===== src/rtl/zrs_pkg.sv =====
`timescale 1ns / 1ps
package zrs_pkg;

  localparam int MAX_KEYS = 1024;
  localparam int KEY_W    = $clog2(MAX_KEYS);
  localparam int CNT_W    = KEY_W + 1;
  localparam int FRAC_W   = 32;
  localparam int ACC_W    = FRAC_W + 8;
  localparam int CFG_W    = CNT_W;
  localparam int IDX_W    = 2;
  localparam int Q_W      = FRAC_W + 1;
  localparam int QC_W     = $clog2(Q_W);
  localparam int SQ_W     = CNT_W + FRAC_W;
  localparam int SQ_TOP   = ((SQ_W - 1) / 2) * 2;
  localparam int R1_W     = (SQ_W + 1) / 2;
  localparam int R2_W     = (R1_W + 16 + 1) / 2;
  localparam int D_W      = R1_W + R2_W;

  localparam logic [IDX_W-1:0] REG_KEY_COUNT = IDX_W'(0);
  localparam logic [IDX_W-1:0] REG_EXP_MODE  = IDX_W'(1);

  typedef enum logic [2:0] {
    B_IDLE,
    B_KEY,
    B_SQ1,
    B_SQ2,
    B_MUL,
    B_DIV,
    B_ACC
  } bld_state_t;

  typedef struct packed {
    logic             en;
    logic [KEY_W-1:0] key;
    logic [ACC_W-1:0] data;
  } tbl_wr_t;

endpackage


===== src/rtl/zrs_builder.sv =====
`timescale 1ns / 1ps
module zrs_builder (
  input  logic                        clk,
  input  logic                        rst_n,
  input  logic                        start,
  input  logic [zrs_pkg::CNT_W-1:0]   kc,
  input  logic                        mode,
  output logic                        busy,
  output zrs_pkg::tbl_wr_t            wr,
  output logic [zrs_pkg::ACC_W-1:0]   total
);

  zrs_pkg::bld_state_t state_r, state_nxt;

  logic [zrs_pkg::KEY_W-1:0]  k_r;
  logic [zrs_pkg::ACC_W-1:0]  acc_r;
  logic [zrs_pkg::ACC_W-1:0]  total_r;
  logic [zrs_pkg::SQ_W-1:0]   sq_v_r;
  logic [zrs_pkg::SQ_W:0]     sq_res_r;
  logic [zrs_pkg::SQ_W-1:0]   sq_bit_r;
  logic [zrs_pkg::R1_W-1:0]   root1_r;
  logic [zrs_pkg::R2_W-1:0]   root2_r;
  logic [zrs_pkg::D_W-1:0]    d_r;
  logic [zrs_pkg::D_W-1:0]    rem_r;
  logic [zrs_pkg::Q_W-1:0]    q_r;
  logic [zrs_pkg::QC_W-1:0]   cnt_r;

  logic [zrs_pkg::CNT_W-1:0]  n;
  logic                       in_range;
  logic                       last_key;
  logic [zrs_pkg::ACC_W-1:0]  acc_sum;
  logic [zrs_pkg::SQ_W:0]     sq_sum;
  logic                       sq_ge;
  logic [zrs_pkg::SQ_W-1:0]   sq_v_nxt;
  logic [zrs_pkg::SQ_W:0]     sq_res_nxt;
  logic                       div_bit;
  logic [zrs_pkg::D_W:0]      div_t;
  logic                       div_ge;
  logic [zrs_pkg::D_W-1:0]    rem_nxt;

  localparam logic [zrs_pkg::SQ_W-1:0] SQ_START = zrs_pkg::SQ_W'(1) << zrs_pkg::SQ_TOP;

  assign n        = zrs_pkg::CNT_W'(k_r) + zrs_pkg::CNT_W'(1);
  assign in_range = zrs_pkg::CNT_W'(k_r) < kc;
  assign last_key = k_r == zrs_pkg::KEY_W'(zrs_pkg::MAX_KEYS - 1);
  assign acc_sum  = acc_r + zrs_pkg::ACC_W'(q_r);

  // one step of the bit-pair square root
  assign sq_sum     = sq_res_r + {1'b0, sq_bit_r};
  assign sq_ge      = {1'b0, sq_v_r} >= sq_sum;
  assign sq_v_nxt   = sq_ge ? (sq_v_r - sq_sum[zrs_pkg::SQ_W-1:0]) : sq_v_r;
  assign sq_res_nxt = sq_ge ? ((sq_res_r >> 1) + {1'b0, sq_bit_r}) : (sq_res_r >> 1);

  // one quotient bit of the restoring reciprocal
  assign div_bit = !mode && (cnt_r == zrs_pkg::QC_W'(zrs_pkg::Q_W - 1));
  assign div_t   = {rem_r, div_bit};
  assign div_ge  = div_t >= {1'b0, d_r};
  assign rem_nxt = div_ge ? zrs_pkg::D_W'(div_t - {1'b0, d_r}) : zrs_pkg::D_W'(div_t);

  always_comb begin
    state_nxt = state_r;
    case (state_r)
      zrs_pkg::B_IDLE: state_nxt = zrs_pkg::B_IDLE;
      zrs_pkg::B_KEY: begin
        if (in_range) begin
          state_nxt = mode ? zrs_pkg::B_SQ1 : zrs_pkg::B_DIV;
        end else if (last_key) begin
          state_nxt = zrs_pkg::B_IDLE;
        end
      end
      zrs_pkg::B_SQ1: if (sq_bit_r[0]) state_nxt = zrs_pkg::B_SQ2;
      zrs_pkg::B_SQ2: if (sq_bit_r[0]) state_nxt = zrs_pkg::B_MUL;
      zrs_pkg::B_MUL: state_nxt = zrs_pkg::B_DIV;
      zrs_pkg::B_DIV: if (cnt_r == '0) state_nxt = zrs_pkg::B_ACC;
      zrs_pkg::B_ACC: state_nxt = last_key ? zrs_pkg::B_IDLE : zrs_pkg::B_KEY;
      default: state_nxt = zrs_pkg::B_IDLE;
    endcase
    if (start) begin
      state_nxt = zrs_pkg::B_KEY;
    end
  end

  always_comb begin
    busy    = state_r != zrs_pkg::B_IDLE;
    wr.en   = ((state_r == zrs_pkg::B_KEY) && !in_range) || (state_r == zrs_pkg::B_ACC);
    wr.key  = k_r;
    wr.data = (state_r == zrs_pkg::B_ACC) ? acc_sum : '1;
  end

  assign total = total_r;

  always_ff @(posedge clk) begin
    if (!rst_n) begin
      state_r <= zrs_pkg::B_KEY;
      k_r     <= '0;
    end else begin
      state_r <= state_nxt;
      if (start) begin
        k_r <= '0;
      end else if (!last_key && ((state_r == zrs_pkg::B_ACC) ||
                                 ((state_r == zrs_pkg::B_KEY) && !in_range))) begin
        k_r <= k_r + zrs_pkg::KEY_W'(1);
      end
    end
  end

  always_ff @(posedge clk) begin
    if (!rst_n || start) begin
      acc_r <= '0;
    end else if (state_r == zrs_pkg::B_ACC) begin
      acc_r <= acc_sum;
    end
    case (state_r)
      zrs_pkg::B_KEY: begin
        sq_v_r   <= zrs_pkg::SQ_W'({n, zrs_pkg::FRAC_W'(0)});
        sq_res_r <= '0;
        sq_bit_r <= SQ_START;
        d_r      <= zrs_pkg::D_W'(n);
        rem_r    <= '0;
        q_r      <= '0;
        cnt_r    <= zrs_pkg::QC_W'(zrs_pkg::Q_W - 1);
      end
      zrs_pkg::B_SQ1: begin
        if (sq_bit_r[0]) begin
          root1_r  <= sq_res_nxt[zrs_pkg::R1_W-1:0];
          sq_v_r   <= zrs_pkg::SQ_W'({sq_res_nxt[zrs_pkg::R1_W-1:0], 16'b0});
          sq_res_r <= '0;
          sq_bit_r <= SQ_START;
        end else begin
          sq_v_r   <= sq_v_nxt;
          sq_res_r <= sq_res_nxt;
          sq_bit_r <= sq_bit_r >> 2;
        end
      end
      zrs_pkg::B_SQ2: begin
        root2_r  <= sq_res_nxt[zrs_pkg::R2_W-1:0];
        sq_v_r   <= sq_v_nxt;
        sq_res_r <= sq_res_nxt;
        sq_bit_r <= sq_bit_r >> 2;
      end
      zrs_pkg::B_MUL: begin
        d_r   <= zrs_pkg::D_W'(root1_r * root2_r);
        rem_r <= zrs_pkg::D_W'(1) << (zrs_pkg::FRAC_W - 1);
        q_r   <= '0;
        cnt_r <= zrs_pkg::QC_W'(zrs_pkg::Q_W - 1);
      end
      zrs_pkg::B_DIV: begin
        rem_r <= rem_nxt;
        q_r   <= {q_r[zrs_pkg::Q_W-2:0], div_ge};
        cnt_r <= cnt_r - zrs_pkg::QC_W'(1);
      end
      zrs_pkg::B_ACC: begin
        if (zrs_pkg::CNT_W'(k_r) == kc - zrs_pkg::CNT_W'(1)) begin
          total_r <= acc_sum;
        end
      end
      default: ;
    endcase
  end

endmodule


===== config.mk =====
export PLATFORM = sky130hd
export DESIGN_NAME = zrs_builder
export DESIGN_NICKNAME = d
export VERILOG_FILES = /design/src/rtl/zrs_pkg.sv /design/src/rtl/zrs_builder.sv
export SDC_FILE = /design/constraint.sdc
export NUM_CORES = 2
export LEC_CHECK = 0
export BUFFER_PORTS_ARGS = -buffer_cell sky130_fd_sc_hd__buf_2
export CORE_AREA = 2 2 252 254
export CTS_BUF_LIST = sky130_fd_sc_hd__clkbuf_16
export DETAILED_ROUTE_END_ITERATION = 10
export DIE_AREA = 0 0 254 256
export GPL_ROUTABILITY_DRIVEN = 0
export PLACE_DENSITY = 0.78
export SLEW_MARGIN = 10
export SYNTH_ARGS = -nofsm -noshare
export SYNTH_HDL_FRONTEND = slang
export SYNTH_SLANG_ARGS = --single-unit

===== constraint.sdc =====
create_clock -name clk -period 10.3 [get_ports clk]
set_clock_uncertainty 0.15 [all_clocks]
set_input_delay 0 -clock clk [delete_from_list [all_inputs] [get_ports clk]]
set_output_delay 0 -clock clk [all_outputs]
set_load 0.03 [all_outputs]

# Word-level counts from Yosys, hierarchy flattened
# Cells that the tools add are included.
[totals] inputBits=15 wordCells=82 output_inout_bits=92 ff_bits=385
[op_classes] addsub=9 mux=22 n_bitwise=1 magnitude_cmp=3 n_reduce_logical=20 eq_ne=13 multipliers=1
[op_table] op="$pmux W43 S3" count=2
[op_table] op="$pmux W44 S3" count=1
[op_table] op="$mux W43" count=3
[op_table] op="$pmux W41 S3" count=1
[op_table] op="$mux W44" count=2
[op_table] op="$pmux W41 S2" count=1
[op_table] op="$pmux W33 S2" count=1
[op_table] op="$add A43 B43 Y44" count=1
[op_table] op="$add A44 B43 Y44" count=1
[op_table] op="$ge A43 B44 Y1" count=1
[op_table] op="$sub A43 B43 Y43" count=1
[op_table] op="$ge A42 B41 Y1" count=1
[op_table] op="$mul A22 B19 Y41" count=1
[op_table] op="$mux W41" count=1
[op_table] op="$sub A41 B41 Y41" count=1
[op_table] op="$add A40 B33 Y40" count=1
[op_table] op="$mux W40" count=1
[op_table] op="$mux W3" count=6
[op_table] op="$pmux W3 S6" count=1
[op_table] op="$pmux W6 S2" count=1
[op_table] op="$add A10 B1 Y11 const B" count=1
[op_table] op="$eq A10 B11 Y1" count=1
[op_table] op="$lt A10 B11 Y1" count=1
[op_table] op="$sub A11 B1 Y11 const B" count=1
[op_table] op="20 further kinds" count=36

# Logic depth before layout (Yosys ltp)
[depth] ltp_word=5 ltp_mapped=25 mapped_depth_nobuf=24

# Worst setup path before layout
# Ideal clock, no wire load.
[synth_timing] kind="register -> register" startpoint="reg k_r[0] in the netlist's numbering" endpoint="reg total_r (netlist bit total[0]), enable pin" setup_time_ns=0.652 path_stages_with_launch=6 t_required_ns=9.498 path_buffers=0 arrival_time_ns=7.662 setup_slack_ns=1.836 period_less_slack_ns=8.464 path_cell_list="dfxtp_1 -> inv_1 -> ha_1 -> nor4_1 -> o2111ai_1 -> a2111oi_0"
[synth_via] elab_chain_cells=2
[synth_lines] item="from (decl)" line="zrs_builder.sv:15" text="logic [zrs_pkg::KEY_W-1:0] k_r;"
[synth_lines] item="from (signal assigned)" line="zrs_builder.sv:102" text="k_r <= k_r + zrs_pkg::KEY_W'(1);"
[synth_lines] item="$eq A10 B11 Y1" line="zrs_builder.sv:153" text="if (zrs_pkg::CNT_W'(k_r) == kc - zrs_pkg::CNT_W'(1)) begin"
[synth_lines] item="$reduce_and A2 Y1 (no source line)"
[synth_lines] item="to (signal assigned)" line="zrs_builder.sv:154" text="total_r <= acc_sum;"
[synth_lines] item="to (decl)" line="zrs_builder.sv:17" text="logic [zrs_pkg::ACC_W-1:0] total_r;"
# No other way between the ends.
# A chain may end at the register's enable or synchronous reset.

# Final worst setup path
[layout_timing] startpoint="reg root1_r[10] in the netlist's numbering" endpoint="reg d_r[29] in the netlist's numbering, data pin"
[layout_via] elab_chain_cells=2
[layout_lines] item="from (decl)" line="zrs_builder.sv:21" text="logic [zrs_pkg::R1_W-1:0] root1_r;"
[layout_lines] item="from (signal assigned)" line="zrs_builder.sv:125" text="root1_r <= sq_res_nxt[zrs_pkg::R1_W-1:0];"
[layout_lines] item="$mul A22 B19 Y41" line="zrs_builder.sv:142" text="d_r <= zrs_pkg::D_W'(root1_r * root2_r);"
[layout_lines] item="$pmux W41 S2" line="zrs_builder.sv:113" text="case (state_r)"
[layout_lines] item="to (signal assigned)" line="zrs_builder.sv:118" text="d_r <= zrs_pkg::D_W'(n);"
[layout_lines] item="to (signal assigned)" line="zrs_builder.sv:142"
[layout_lines] item="to (decl)" line="zrs_builder.sv:23" text="logic [zrs_pkg::D_W-1:0] d_r;"
# No other way between the ends.

==> qor.yml <==
critical_path:
  endpoint_kind: "flip-flop"
  r2r_cells: 22
  required_ns: 10.52
  reg2reg_slack_ns: 2.73
  r2r-end: "d_r[29]$_SDFFCE_PN0P_"
  cp-startpoint: "root1_r[10]$_DFFE_PP_"
  path_class: "flip-flop to flip-flop"
  endpoint: "d_r[29]$_SDFFCE_PN0P_"
  setup.worst_path.start_class: "flip-flop"
  cp_max_fo: 19
  r2r_start: "root1_r[10]$_DFFE_PP_"
  crit_arrival_ns: 7.79
yosys:
  synth_top_area_cell: "edfxtp_1"
  synth-main-ff-cell: "edfxtp_1"
  ys_warn_count: 0
  syn_inst: 4108
  ys_seq_area_frac: 0.2768
  yosysUniqueCellTypes: 78
  yosys-top-cells-area: "edfxtp_1 25%, fa_1 18%, ha_1 10%"
  yosys_register_bits: 364
  syn_area_mm2: 0.03757
  synthArstFlopShare: 0
  syn_avg_cell_area_um2: 9.145
  synth_top_area_share: 0.2486
  synthesis.nets: 4768
  synth-edff-count: 311
drt:
  drtIter0Drc: 2565
  wl_per_cell_um: 18.59
  vias: 29390
  drtAntennaViolNets: 0
  dr.pass1.iters: 6
  wl_mm: 92.94
  drcViolationCount: 0
  vias_per_cell: 5.879
final_layout:
  nNetsFinal: 4780
  finalCoreUtilization: 0.6441
  drive_gt1_frac: 0.05683
  layout_commonest_cell: "inv_1"
  areaGrowthSynthToFinish_pct: 6.961
  diodes: 0
  mostFrequentLayoutCells: "531 x inv_1, 472 x nand2_1, 342 x fa_1, 311 x edfxtp_1, 303 x ha_1"
cts:
  tritoncts: "yes"
  post_cts_resize_count: 0
  htree_levels: 2
  cts_num_sinks: 364
  numCtsBuffers: 42
  cts-root-buf: "clkbuf_16"
  clkLatencyLatePin_ns: 0.57
  cts_setup_buffers: 0
  postCtsHoldBufs: 6
  path_clk_slew_ns: 0.06
  ctsLongestPathBuffers: 3
timing:
  maxSlewViolCount: 0
  hold_slack_ns: 0.1456
  min_period_over_period: 0.7351
  finalSetupTns_ns: 0
  setup_viol: 0
  tightest_slew_ns: 1.116
  hold_violations: 0
  slew_headroom: 0.2550
  min_period_ns: 7.572
  max_freq_mhz: 132.1
  rsz0062_at_grt: "no"
global_routing:
  grt_overflow: 0
  grt_usage: 0.2908
  grt_pass1_wl_mm: 151.8
  grt_max_degree: 77
  grt_pass1_vias: 28950
  antenna_found_initial: 0
placed_design:
  io_buffer_count: 106
  dpl.hpwl_mm: 70.22
floorplan:
  fp.dieH_um: 256
  start_util: 0.6022
  die_area_mm2: 0.06502
  coreArea_mm2: 0.06239
  die_w_um: 254
  num_io_pins: 107
  fp-row-count: 92
run_status:
  status: "finished clean"
pwr:
  fin_total_pwr_mw: 10.87
  p_per_area_mw_per_mm2: 270.4
  p_leak_nw: 17.87
  ir_worst_vdd_v: 0.0003900
min_path:
  worstHoldPathType: "primary input to flip-flop"
  min_from: "kc[8]"
run:
  cap_violations: 0
## cells in the mapped netlist, types with 7 or more instances
library cell	instances
a31o_2	8
edfxtp_1	311
buf_2	13
or2_2	11
nand2_1	472
a21o_1	76
o31ai_1	21
nand2b_1	67
o21ai_0	123
a31oi_1	50
nor2b_1	33
o22ai_1	24
o21ai_1	8
nand3_1	63
nor3b_1	9
xor2_1	107
xnor2_1	131
nor2_1	287
ha_1	303
inv_1	521
mux2i_1	39
fa_1	342
a311oi_1	11
or4_1	7
and2_1	235
nor4_1	7
a211oi_1	36
o21a_1	19
nor3_1	54
a221oi_1	7
nand4_1	42
o211ai_1	26
dfxtp_1	53
o21bai_1	29
and3_1	56
buf_1	8
or3_1	31
clkbuf_1	145
a21oi_1	237
## flip-flops by register name, summed over array words and instances (netlist names), 22 cells and up
name      cells
rem_r        41
q_r          33
total        40
acc_r        40
root1_r      22
sq_v_r       43
sq_bit_r     22
sq_res_r     44
d_r          41
## worst max-delay path, stage by stage, from the launching register on
cell and delay (ns):
edfxtp_1 0.69, and2_1 0.29, fa_1 0.52, fa_1 0.54, inv_1 0.06, fa_1 0.52, inv_1 0.05, fa_1 0.47
fa_1 0.50, inv_1 0.06, fa_1 0.52, inv_1 0.04, ha_1 0.35, a21oi_1 0.21, a31oi_1 0.10, a211oi_1 0.44
o31ai_1 0.18, a31oi_1 0.49, o21ai_1 0.20, a21o_1 0.22, a2111oi_1 0.48, o311ai_0 0.19, o41ai_1 0.10
## per-layer routing
metal | share of wire | global-route usage
met1 | 0.42 | 0.4044
met3 | 0.066 | 0.03620
met5 | 0 | 0
met2 | 0.47 | 0.4630
met4 | 0.045 | 0.1181
## per-stage QoR
| step | instances | area (um^2) | worst slack [ns] |
|---|---|---|---|
| after floorplan | 4108 | 37570 | 1.836 |
| after global placement | 4916 | 38730 | 2.967 |
| after detailed placement | 4916 | 38730 | 2.821 |
| after CTS | 4999 | 40180 | 2.750 |
| after global routing | 4999 | 40180 | 2.108 |
| final | 4999 | 40180 | 2.728 |
## worst min-delay path by stage
stage	to	slack, ns	cells past startpoint
2_1_floorplan	k_r[7]$_SDFFE_PP0P_	0.11	3
3_3_place_gp	acc_r[22]$_SDFFE_PP0P_	0.30	2
3_5_place_dp	acc_r[19]$_SDFFE_PP0P_	0.30	2
4_1_cts	total[35]$_DFFE_PP_	0.12	5
5_1_grt	total[35]$_DFFE_PP_	0.19	5
6_report	total[35]$_DFFE_PP_	0.15	5
## area by class of cell
type                            count  area, um^2
Clock inverter                     34       312.8
Tap cell                          846        1059
Inverter                          522        1959
Fill cell                        5152       22210
Sequential cell                   364       10400
Timing Repair Buffer              138       785.8
Multi-Input combinational cell   3052       24590
Clock buffer                       43        1076
## power by group
part | internal (mW) | switching, mW
logic | 2.93 | 4.33
registers | 1.87 | 0.206
clock network | 0.907 | 0.620
## cells by family after synthesis
| family | share of synthesized area |
|---|---|
| simple gates | 0.1781 |
| mux | 0.01159 |
| xor+xnor | 0.05592 |
| buf+inv | 0.07037 |
| compound gates | 0.1240 |
| fa+ha+maj | 0.2832 |
| flops | 0.2768 |
(Power assumes the default switching activity.)
